<file path="config.mk">
export PLATFORM = sky130hd
export DESIGN_NAME = counting_semaphore_table_unit
export DESIGN_NICKNAME = d
export VERILOG_FILES = /design/src/hdl/csem_pkg.sv /design/src/hdl/csem_alu.sv /design/src/hdl/csem_scan.sv /design/src/hdl/counting_semaphore_table_unit.sv
export SDC_FILE = /design/constraint.sdc
export NUM_CORES = 2
export LEC_CHECK = 0
export ABC_AREA = 1
export CAP_MARGIN = 20
export CORE_AREA = 2 2 646 777
export DETAILED_ROUTE_END_ITERATION = 10
export DIE_AREA = 0 0 648 779
export DONT_BUFFER_PORTS = 1
export PLACE_DENSITY = 0.54
export RECOVER_POWER = 50
export REMOVE_ABC_BUFFERS = 1
export SYNTH_ARGS = -nofsm -noshare
export SYNTH_HDL_FRONTEND = slang
export SYNTH_HIERARCHICAL = 1
export SYNTH_SLANG_ARGS = --single-unit
</file>
<file path="constraint.sdc">
create_clock -name clk_i -period 7 [get_ports clk_i]
set_input_delay 0.7 -clock clk_i [delete_from_list [all_inputs] [get_ports clk_i]]
set_output_delay 0.7 -clock clk_i [all_outputs]
set_load 0.01 [all_outputs]
</file>
<file path="src/hdl/csem_pkg.sv">
// Package for the counting semaphore table: sizes, request and result types,
// and the control structures passed between the sequencer and the count unit.
// No dependencies.
`default_nettype none

package csem_pkg;

  localparam int SLOT_COUNT = 128;
  localparam int COUNT_BITS = 16;
  localparam int ID_BITS    = 16;

  localparam int SLOT_W = $clog2(SLOT_COUNT);
  localparam int ADDR_W = SLOT_W + 1;
  localparam int CALC_W = ((COUNT_BITS > 16) ? COUNT_BITS : 16) + 1;
  localparam int CMP_W  = (ID_BITS > 16) ? ID_BITS : 16;

  typedef enum logic [1:0] {
    KIND_CREATE  = 2'd0,
    KIND_DESTROY = 2'd1,
    KIND_WAIT    = 2'd2,
    KIND_SIGNAL  = 2'd3
  } kind_e;

  typedef enum logic [1:0] {
    ST_OK        = 2'd0,
    ST_FULL      = 2'd1,
    ST_NOT_FOUND = 2'd2
  } status_e;

  typedef struct packed {
    kind_e              kind;
    logic signed [15:0] initial_value;
    logic [15:0]        sem_id;
  } req_t;

  typedef struct packed {
    status_e     status;
    logic [15:0] new_id;
    logic        must_sleep;
    logic        wake_one;
  } res_t;

  typedef struct packed {
    kind_e                        kind;
    logic signed [COUNT_BITS-1:0] count;
    logic signed [15:0]           initial_value;
  } alu_req_t;

  typedef struct packed {
    logic signed [COUNT_BITS-1:0] count;
    logic                         must_sleep;
    logic                         wake_one;
  } alu_rsp_t;

endpackage

`default_nettype wire

</file>
<file path="src/hdl/csem_alu.sv">
// Saturating count unit: loads an initial count or steps a count by one,
// and judges the sleep and wake flags on the stored result. Uses csem_pkg.
`default_nettype none

module csem_alu (
  input  csem_pkg::alu_req_t req_i,
  output csem_pkg::alu_rsp_t rsp_o
);

  localparam int CW = csem_pkg::CALC_W;
  localparam int NB = csem_pkg::COUNT_BITS;

  localparam logic signed [CW-1:0] CntMax = {{(CW-NB+1){1'b0}}, {(NB-1){1'b1}}};
  localparam logic signed [CW-1:0] CntMin = {{(CW-NB+1){1'b1}}, {(NB-1){1'b0}}};
  localparam logic signed [CW-1:0] StepDown = CW'(-1);
  localparam logic signed [CW-1:0] StepUp = CW'(1);

  logic signed [CW-1:0] opa;
  logic signed [CW-1:0] delta;
  logic signed [CW-1:0] sum;
  logic signed [NB-1:0] sat;

  always_comb begin
    if (req_i.kind == csem_pkg::KIND_CREATE) begin
      opa = CW'(req_i.initial_value);
    end else begin
      opa = CW'(req_i.count);
    end
    case (req_i.kind)
      csem_pkg::KIND_WAIT:   delta = StepDown;
      csem_pkg::KIND_SIGNAL: delta = StepUp;
      default:               delta = '0;
    endcase
    sum = opa + delta;
    if (sum > CntMax) begin
      sat = NB'(CntMax);
    end else if (sum < CntMin) begin
      sat = NB'(CntMin);
    end else begin
      sat = NB'(sum);
    end
    rsp_o.count      = sat;
    rsp_o.must_sleep = (req_i.kind == csem_pkg::KIND_WAIT) && sat[NB-1];
    rsp_o.wake_one   = (req_i.kind == csem_pkg::KIND_SIGNAL) &&
                       (sat[NB-1] || (sat == '0));
  end

endmodule

`default_nettype wire

</file>
<file path="src/hdl/csem_scan.sv">
// Slot table sequencer: holds the used map, the count and identifier memories
// and the identifier counter, scans one slot a cycle and applies the request.
// Uses csem_pkg and csem_alu.
`default_nettype none

module csem_scan (
  input  wire                 clk_i,
  input  wire                 rst_ni,
  input  wire                 req_valid_i,
  output logic                req_ready_o,
  input  csem_pkg::req_t      req_i,
  output logic                res_valid_o,
  input  wire                 res_ready_i,
  output csem_pkg::res_t      res_o
);

  localparam int N  = csem_pkg::SLOT_COUNT;
  localparam int SW = csem_pkg::SLOT_W;
  localparam int AW = csem_pkg::ADDR_W;
  localparam int NB = csem_pkg::COUNT_BITS;
  localparam int IB = csem_pkg::ID_BITS;
  localparam int CM = csem_pkg::CMP_W;

  typedef enum logic [2:0] {
    S_IDLE = 3'b001,
    S_SCAN = 3'b010,
    S_EXEC = 3'b100
  } state_e;

  state_e               state_q, state_d;
  csem_pkg::req_t       req_q;
  logic [AW-1:0]        addr_q, addr_d;
  logic                 rd_vld_q, rd_vld_d;
  logic [SW-1:0]        rd_idx_q, rd_idx_d;
  logic signed [NB-1:0] rd_count_q;
  logic [IB-1:0]        rd_ident_q;
  logic                 hit_q, hit_d;
  logic [SW-1:0]        hit_idx_q, hit_idx_d;
  logic signed [NB-1:0] hit_count_q, hit_count_d;
  logic [N-1:0]         used_q, used_d;
  logic [IB-1:0]        id_cnt_q, id_cnt_d;

  logic signed [NB-1:0] mem_count_q [N];
  logic [IB-1:0]        mem_ident_q [N];

  logic                 issue;
  logic                 match;
  logic                 cnt_we;
  logic                 id_we;
  logic                 is_create;
  csem_pkg::alu_req_t   alu_req;
  csem_pkg::alu_rsp_t   alu_rsp;

  assign is_create   = (req_q.kind == csem_pkg::KIND_CREATE);
  assign req_ready_o = (state_q == S_IDLE);
  assign issue       = (addr_q < AW'(N));

  always_comb begin
    if (is_create) begin
      match = !used_q[rd_idx_q];
    end else begin
      match = used_q[rd_idx_q] && (CM'(rd_ident_q) == CM'(req_q.sem_id));
    end
  end

  assign alu_req.kind          = req_q.kind;
  assign alu_req.count         = hit_count_q;
  assign alu_req.initial_value = req_q.initial_value;

  csem_alu u_alu (
    .req_i (alu_req),
    .rsp_o (alu_rsp)
  );

  always_comb begin
    state_d     = state_q;
    addr_d      = addr_q;
    rd_vld_d    = 1'b0;
    rd_idx_d    = rd_idx_q;
    hit_d       = hit_q;
    hit_idx_d   = hit_idx_q;
    hit_count_d = hit_count_q;
    used_d      = used_q;
    id_cnt_d    = id_cnt_q;
    cnt_we      = 1'b0;
    id_we       = 1'b0;
    res_valid_o = 1'b0;

    res_o.status     = csem_pkg::ST_OK;
    res_o.new_id     = '0;
    res_o.must_sleep = 1'b0;
    res_o.wake_one   = 1'b0;
    if (!hit_q) begin
      res_o.status = is_create ? csem_pkg::ST_FULL : csem_pkg::ST_NOT_FOUND;
    end else begin
      if (is_create) begin
        res_o.new_id = 16'(id_cnt_q);
      end
      res_o.must_sleep = alu_rsp.must_sleep;
      res_o.wake_one   = alu_rsp.wake_one;
    end

    case (state_q)
      S_IDLE: begin
        if (req_valid_i) begin
          state_d = S_SCAN;
          addr_d  = '0;
        end
      end
      S_SCAN: begin
        if (issue) begin
          rd_vld_d = 1'b1;
          rd_idx_d = addr_q[SW-1:0];
          addr_d   = addr_q + AW'(1);
        end
        if (rd_vld_q) begin
          if (match) begin
            hit_d       = 1'b1;
            hit_idx_d   = rd_idx_q;
            hit_count_d = rd_count_q;
            state_d     = S_EXEC;
            rd_vld_d    = 1'b0;
          end else if (rd_idx_q == SW'(N - 1)) begin
            hit_d    = 1'b0;
            state_d  = S_EXEC;
            rd_vld_d = 1'b0;
          end
        end
      end
      S_EXEC: begin
        if (res_ready_i) begin
          res_valid_o = 1'b1;
          state_d     = S_IDLE;
          hit_d       = 1'b0;
          if (hit_q) begin
            case (req_q.kind)
              csem_pkg::KIND_CREATE: begin
                used_d[hit_idx_q] = 1'b1;
                cnt_we            = 1'b1;
                id_we             = 1'b1;
                id_cnt_d          = id_cnt_q + IB'(1);
              end
              csem_pkg::KIND_DESTROY: begin
                used_d[hit_idx_q] = 1'b0;
              end
              default: begin
                cnt_we = 1'b1;
              end
            endcase
          end
        end
      end
      default: begin
        state_d = S_IDLE;
      end
    endcase
  end

  always_ff @(posedge clk_i or negedge rst_ni) begin
    if (!rst_ni) begin
      state_q     <= S_IDLE;
      addr_q      <= '0;
      rd_vld_q    <= 1'b0;
      rd_idx_q    <= '0;
      hit_q       <= 1'b0;
      hit_idx_q   <= '0;
      hit_count_q <= '0;
      used_q      <= '0;
      id_cnt_q    <= '0;
    end else begin
      state_q     <= state_d;
      addr_q      <= addr_d;
      rd_vld_q    <= rd_vld_d;
      rd_idx_q    <= rd_idx_d;
      hit_q       <= hit_d;
      hit_idx_q   <= hit_idx_d;
      hit_count_q <= hit_count_d;
      used_q      <= used_d;
      id_cnt_q    <= id_cnt_d;
    end
  end

  always_ff @(posedge clk_i) begin
    if (req_valid_i && req_ready_o) begin
      req_q <= req_i;
    end
  end

  always_ff @(posedge clk_i) begin
    if (cnt_we) begin
      mem_count_q[hit_idx_q] <= alu_rsp.count;
    end
    if (id_we) begin
      mem_ident_q[hit_idx_q] <= id_cnt_q;
    end
    rd_count_q <= mem_count_q[addr_q[SW-1:0]];
    rd_ident_q <= mem_ident_q[addr_q[SW-1:0]];
  end

  // A slot found for create must be free; one found by identifier must be in use.
  a_create_free: assert property (@(posedge clk_i) disable iff (!rst_ni)
    (state_q == S_EXEC && hit_q && is_create) |-> !used_q[hit_idx_q])
    else $error("create selected a slot that is already in use");

  a_lookup_used: assert property (@(posedge clk_i) disable iff (!rst_ni)
    (state_q == S_EXEC && hit_q && !is_create) |-> used_q[hit_idx_q])
    else $error("lookup selected a slot that is not in use");

  a_res_done: assert property (@(posedge clk_i) disable iff (!rst_ni)
    res_valid_o |=> (state_q == S_IDLE) && !hit_q)
    else $error("sequencer did not return to idle after a result");

  a_scan_start: assert property (@(posedge clk_i) disable iff (!rst_ni)
    (req_valid_i && req_ready_o) |=> (state_q == S_SCAN) && (addr_q == '0) && !rd_vld_q)
    else $error("scan did not start from the first slot");

  a_full_exhausted: assert property (@(posedge clk_i) disable iff (!rst_ni)
    (state_q == S_EXEC && !hit_q && is_create) |-> (used_q == '1))
    else $error("create reported a full table while a slot was free");

endmodule

`default_nettype wire

</file>
<file path="src/hdl/counting_semaphore_table_unit.sv">
// Flow: an accepted request scans from slot 0 up to its match; a full table or an
// unknown identifier scans every slot. The result then goes to the m_axis register.
// Throughput: one transaction at a time, set by the slot scan that reads one
// memory entry a cycle; a new request is taken the cycle after the result is
// registered, even if that result is still waiting on m_axis_tready_i.
// Reset clears the used map and identifier counter at once; no clearing pass.
`default_nettype none

module counting_semaphore_table_unit (
  input  wire         clk_i,
  input  wire         rst_ni,
  input  wire         s_axis_tvalid_i,
  output logic        s_axis_tready_o,
  input  wire  [31:0] s_axis_tdata_i,  // initial_value[15:0], sem_id[31:16]
  input  wire  [1:0]  s_axis_tuser_i,  // kind[1:0]
  output logic        m_axis_tvalid_o,
  input  wire         m_axis_tready_i,
  output logic [23:0] m_axis_tdata_o   // status[1:0], new_id[17:2],
                                       // must_sleep[18], wake_one[19], zero[23:20]
);

  csem_pkg::req_t req;
  csem_pkg::res_t res;
  csem_pkg::res_t out_q;
  logic           out_vld_q;
  logic           res_valid;
  logic           res_ready;

  assign req.kind          = csem_pkg::kind_e'(s_axis_tuser_i);
  assign req.initial_value = s_axis_tdata_i[15:0];
  assign req.sem_id        = s_axis_tdata_i[31:16];

  assign res_ready = !out_vld_q || m_axis_tready_i;

  csem_scan u_scan (
    .clk_i       (clk_i),
    .rst_ni      (rst_ni),
    .req_valid_i (s_axis_tvalid_i),
    .req_ready_o (s_axis_tready_o),
    .req_i       (req),
    .res_valid_o (res_valid),
    .res_ready_i (res_ready),
    .res_o       (res)
  );

  always_ff @(posedge clk_i or negedge rst_ni) begin
    if (!rst_ni) begin
      out_vld_q <= 1'b0;
    end else if (res_valid) begin
      out_vld_q <= 1'b1;
    end else if (m_axis_tready_i) begin
      out_vld_q <= 1'b0;
    end
  end

  always_ff @(posedge clk_i) begin
    if (res_valid) begin
      out_q <= res;
    end
  end

  assign m_axis_tvalid_o = out_vld_q;
  assign m_axis_tdata_o  = {4'b0000, out_q.wake_one, out_q.must_sleep,
                            out_q.new_id, out_q.status};

endmodule

`default_nettype wire

</file>
; ---- Yosys cells after proc, flatten, opt, wreduce, memory -nomap -nowiden
; Memories as Yosys holds them, arrays and structs flattened. A register that Yosys moved wholly into a read port is not among the register bits.
; Cells that the tools add are included.
[word_totals]
reg_bits = 242
ramBits = 4096
memories = 2
[mem_list]
columns = name, words, word_bits, read_ports, rd_ports_with_merged_regs, wr, line_no
row1 = u_scan.mem_count_q, 128, 16, 1, 1, 1, csem_scan.sv:43  ; logic signed [NB-1:0] mem_count_q [N];
row2 = u_scan.mem_ident_q, 128, 16, 1, 1, 1, csem_scan.sv:44  ; logic [IB-1:0] mem_ident_q [N];
[classes]
addsub = 3
magnitude_cmp = 6
eq_ne = 13
mux = 46
n_bitwise = 3
n_reduce_logical = 23
[op_table]
columns = operator, n
row1 = case mux 128 bit (2 select lines), 1
row2 = AND 128 bit, 1
row3 = NOT 128 bit, 1
row4 = bitwise OR 128 bit, 1
row5 = case mux 17 bit (2 select lines), 1
row6 = two-way mux 16 bit, 2
row7 = two-way mux 1 bit, 28
row8 = adder 17 bit, 1
row9 = greater-than comparator 17 x 16 -> 1 bit (second input constant), 1
row10 = < comparator 17 x 16 -> 1 bit (second input constant), 1
row11 = two-way mux 17 bit, 1
row12 = adder 16 x 1 -> 16 bit (second input constant), 1
row13 = equality test 16 bit, 1
row14 = zero test 16 bit, 1
row15 = < comparator 7 x 8 -> 1 bit (second input constant), 2
row16 = two-way mux 8 bit, 2
row17 = case mux 8 bit (2 select lines), 1
row18 = AND reduction 4 bit, 4
row19 = two-way mux 3 bit, 5
row20 = case mux 3 bit (3 select lines), 1
row21 = adder 8 x 1 -> 8 bit (second input constant), 1
row22 = < comparator 8 bit (second input constant), 1
row23 = nonzero test 2 bit, 4
row24 = binary-select mux 1 bit (select 7 bit), 1
row25 = other kinds (19), 30

; ---- Depth between registers and ports, before layout
[logic_depth]
ltp_word = 9
depth_mapped = 22

; ---- Hierarchy
; Netlist, hierarchy kept.
[by_module_without_submodules]
columns = module, instances, cells_each, area_per_inst_um2, seq_area_each_um2
row1 = csem_scan, 1, 13109, 171424.4, 129340.3
row2 = csem_alu, 1, 256, 1397.6, 0.0
row3 = counting_semaphore_table_unit, 1, 30, 679.4, 625.6

; ---- Least setup slack after synthesis
; No wires, ideal clock.
[synth_path]
kind = register to register
start = register u_scan.req_q (netlist bit u_scan/alu_req[33])
end = memory u_scan/mem_count_q[0][7] in the netlist's numbering, data pin
setup_ns = 0.512
arrival_time_ns = 5.181
required_ns = 6.488
setup_slack_ns = 1.307
stages_incl_launch_ff = 19
period_less_slack_ns = 5.693
cell_sequence = edfxtp_1 > nor2_1 > clkbuf_1 > mux2_2 > ha_1 > fa_1 > nand2_1 > nand2_1 > nand3_1 > nand2_2 > nand2_2 > nand2_1 > nand2_2 > nand2_4 > nand2_4 > buf_6 > buf_2 > nand2_1 > nand2_1
[synth_rtl]
columns = item, line_no
row1 = from (decl), csem_scan.sv:31  ; csem_pkg::req_t req_q;
row2 = from (signal assigned), csem_scan.sv:185  ; req_q <= req_i;
row3 = to (decl), csem_scan.sv:43

; ---- Worst setup path after layout
[layout_path]
start = register u_scan.req_q (netlist bit u_scan/alu_req[32])
end = memory u_scan/mem_ident_q[54][9] in the netlist's numbering, enable pin
[layout_via]
elab_chain_len = 7
[layout_lines]
columns = item, line_no
row1 = zero test 2 bit, csem_scan.sv:136  ; case (req_q.kind)
row2 = two-way mux 1 bit, csem_scan.sv:136
row3 = two-way mux 1 bit, csem_scan.sv:135  ; if (hit_q) begin
row4 = two-way mux 1 bit, csem_scan.sv:131  ; if (res_ready_i) begin
row5 = two-way mux 1 bit, csem_scan.sv:103  ; case (state_q)
row6 = two-way mux 1 bit, csem_scan.sv:193  ; if (id_we) begin
row7 = two-way mux 1 bit (implied by the code), csem_scan.sv:194  ; mem_ident_q[hit_idx_q] <= id_cnt_q;
row8 = to (decl), csem_scan.sv:44
; Every way passes these cells.

==> results.toml <==
[die]
core_um2 = 497100
row_count = 284
ioPinCount = 64
initial_core_util_pct = 34.90
die_y_um = 779
die_w_um = 648
die-area_um2 = 504800

[layout]
fin_util_pct = 39.09
drive_gt1_share_pct = 7.597
num-nets-final = 13245
n_fill_cell = 46635
area_delta_synth_final_pct = 12.00

[grt]
grt_antenna_before_repair = 21
grt_pass1_vias = 106197
grt_max_degree = 227
overflow = 0
gr-usage-all-layers_pct = 21.27
grt_pass1_wl_um = 787400

[clock_tree]
cts_resized = 0
h-tree-depth = 5
worstSkewPairLatency_ns = 1.03
cts_buffer_depth = 4
cts_inserted_buffers = 420
post-cts-setup-buffers = 0
clock-sinks = 4370
cts_tree = "yes"
clock-root-buffer = "clkbuf_16"
hold_buffers = 37
path_clk_slew_ns = 0.07

[routing]
met3WireLength_um = 37040
antenna_left = 0
drc = 0
route.top_layer_used = "met5"
drt_pre_antenna_iters = 5
drt_wl_total_um = 555100
wire_per_inst_um = 27.58
wl_met1_um = 224100
vias = 112550
via_per_inst = 5.592
wl_met2_um = 263700
dr.first_iter.drc_count = 12704

[placed_design]
gp_congestion = 0.8525
io_buffers = 0
dp_hpwl_um = 326200

[synthesis]
synth.cell_area_um2 = 173500
synth.avg_cell_area_um2 = 12.95
synth_flop_cell = "edfxtp_1"
synth_top_area_cell = "edfxtp_1"
yosysTopAreaCellShare_pct = 71.83
seq_area_frac_synth_pct = 74.91
syn_inst = 13395
async_flop_share_pct = 4.302
synth.area.top_cells = "edfxtp_1, o21ai_0, nor2_1"
yosysUniqueCellTypes = 63
ys_warn_count = 6
synth-seq-cells = 4370
synth_edf_count = 4150

[timing]
rsz0062_at_grt = "no"
fmax_mhz = 161.6
fin_crit_sh_pct = 88.43
hold_ws_ns = 0.1309
hold_viol_final = 0
slew_viol_final = 2573
slew_headroom_pct = -177.2
worst_slew_pin_slew_ns = 4.158
finClkSkew_ns = 0.08566
setup_violations = 0
min_period_ns = 6.190

[hold_path]
worst_hold_path_type = "in -> reg"

[outcome]
violations = "max-capacitance violations, max-slew violations"
outcome = "finished, violations left"

[worst_setup_path]
start_kind = "flop"
worstSetupPathType = "reg -> reg"
critPathCaptureType = "flop"
crit_fanout = 56
critPathArrivalTime_ns = 6.80
critPathRequiredTime_ns = 7.61

[pwr]
irDropWorstVdd_mv = 0.5644
pwr_density_cell_nw_per_um2 = 413.4
p_leak_nw = 58.30

[flow_run]
maxCapViolCount = 85
## synthesized netlist by cell type (5+ instances only)
master,number
a211oi_1,6
a21oi_1,299
a31oi_1,154
buf_1,40
buf_2,307
buf_4,37
buf_6,15
clkbuf_1,583
dfrtp_1,187
dfxtp_1,32
edfxtp_1,4150
ha_1,18
inv_1,232
inv_2,14
mux2_2,16
nand2_1,776
nand2_2,18
nand3_1,599
nand4_1,13
nor2_1,2500
nor2_2,5
nor3_1,43
nor3_2,6
o211ai_1,91
o21ai_0,2086
o21ai_1,45
o21ai_2,15
o221ai_1,393
o22ai_1,623
xnor2_1,10
xor2_1,25
## critical path, cell delays in order (launching register included)
cell      delay (ns)
edfxtp_1        0.41
clkbuf_1        1.02
nor2_1          1.56
inv_1           0.23
nor2_1          0.50
inv_6           0.32
buf_12          0.34
nor2_1          1.17
## per-layer routing
layer / vias to the layer above / GRT usage [%]
met3: 933 / 2.841
met2: 4327 / 34.72
met1: 57815 / 28.07
met5: - / 0
li1: 49465 / -
met4: 10 / 10.19
## cell families (layout without fill, tap and decap cells)
| logic type | after synthesis | count (layout) | synth area share [%] |
|---|---|---|---|
| DFF | 4370 | 4370 | 74.91 |
| buffers and inverters | 1235 | 1369 | 3.041 |
| xor gates and xnor gates | 35 | 35 | 0.1767 |
| adders and majority gates | 19 | 19 | 0.1413 |
| AOI/OAI and AO/OA | 3739 | 3739 | 12.42 |
| and+or+nand+nor | 3980 | 3980 | 9.205 |
| muxes | 16 | 16 | 0.1038 |
| other | 1 | 22 | 0.002161 |
## worst paths after layout
path	from	end	slack (ns)	depth (start not counted)
setup / recovery	u_scan/alu_req[32]	u_scan/mem_ident_q[54][9]	0.81	7
hold / removal	s_axis_tvalid_i	u_scan/state_q[0]	0.13	3
setup reg to reg	u_scan/alu_req[32]	u_scan/mem_ident_q[54][9]	0.81	7
hold reg to reg	u_scan/rd_count_q[10]	u_scan/hit_count_q[10]	0.45	2
max in group asynchronous	rst_ni	u_scan/id_cnt_q[0]	4.43	3
min in group asynchronous	rst_ni	u_scan/hit_count_q[15]	0.77	2
## through the flow
step / cell area (µm²) / setup WS [ns] / cells / setup TNS, ns / power (mW)
after CTS: 195000 / 1.607 / 20096 / 0 / 80.65
final: 194300 / 0.8102 / 20128 / 0 / 80.33
after floorplan: 169200 / -96.52 / 12415 / -3857.46 / 45.08
after global routing: 194300 / 0.6939 / 20120 / 0 / 83.17
after global placement: 181100 / 1.270 / 19282 / 0 / 58.13
after detailed placement: 181300 / 1.659 / 19293 / 0 / 58.32
## layout make-up
type,count,area (µm²),area share (%)
flip-flops and latches,4370,130000,66.89
multi-input cells,7793,38690,19.91
clock buffers,561,11400,5.866
well taps,6578,8230,4.235
repair buffers,351,3009,1.549
clock inverters,205,1942,0.9993
inverters,252,1016,0.5228
diodes,18,45.04,0.02318
## power breakdown
| part | internal [mW] | switching [mW] | leakage (nW) |
|---|---|---|---|
| combinational | 4.61 | 19.0 | 14.3 |
| sequential | 33.8 | 0.431 | 37.4 |
| clock | 12.6 | 9.89 | 6.51 |
## layout by cell type, fill, tap and decap left out, types with 36 or more instances in the layout
master / instances
a21oi_1: 299
a31oi_1: 154
buf_12: 46
buf_4: 164
clkbuf_1: 199
clkbuf_16: 428
clkinv_1: 88
clkinv_2: 61
dfrtp_1: 179
dlygate4sd3_1: 36
edfxtp_1: 4150
inv_1: 232
nand2_1: 771
nand3_1: 599
nor2_1: 2370
nor2_2: 135
o211ai_1: 91
o21ai_0: 2102
o21ai_1: 37
o221ai_1: 393
o22ai_1: 623
## sequential cells by signal (all words and copies together), names as in the netlist, 8 cells and up, named ones only
name / cells
u_scan/req_q: 16
u_scan/addr_q: 8
u_scan/alu_req: 18
u_scan/rd_ident_q: 16
m_axis_tdata_o: 20
u_scan/mem_count_q: 2048
u_scan/id_cnt_q: 16
u_scan/hit_count_q: 16
u_scan/mem_ident_q: 2048
u_scan/rd_count_q: 16
Power figures use the tool's default switching activity.
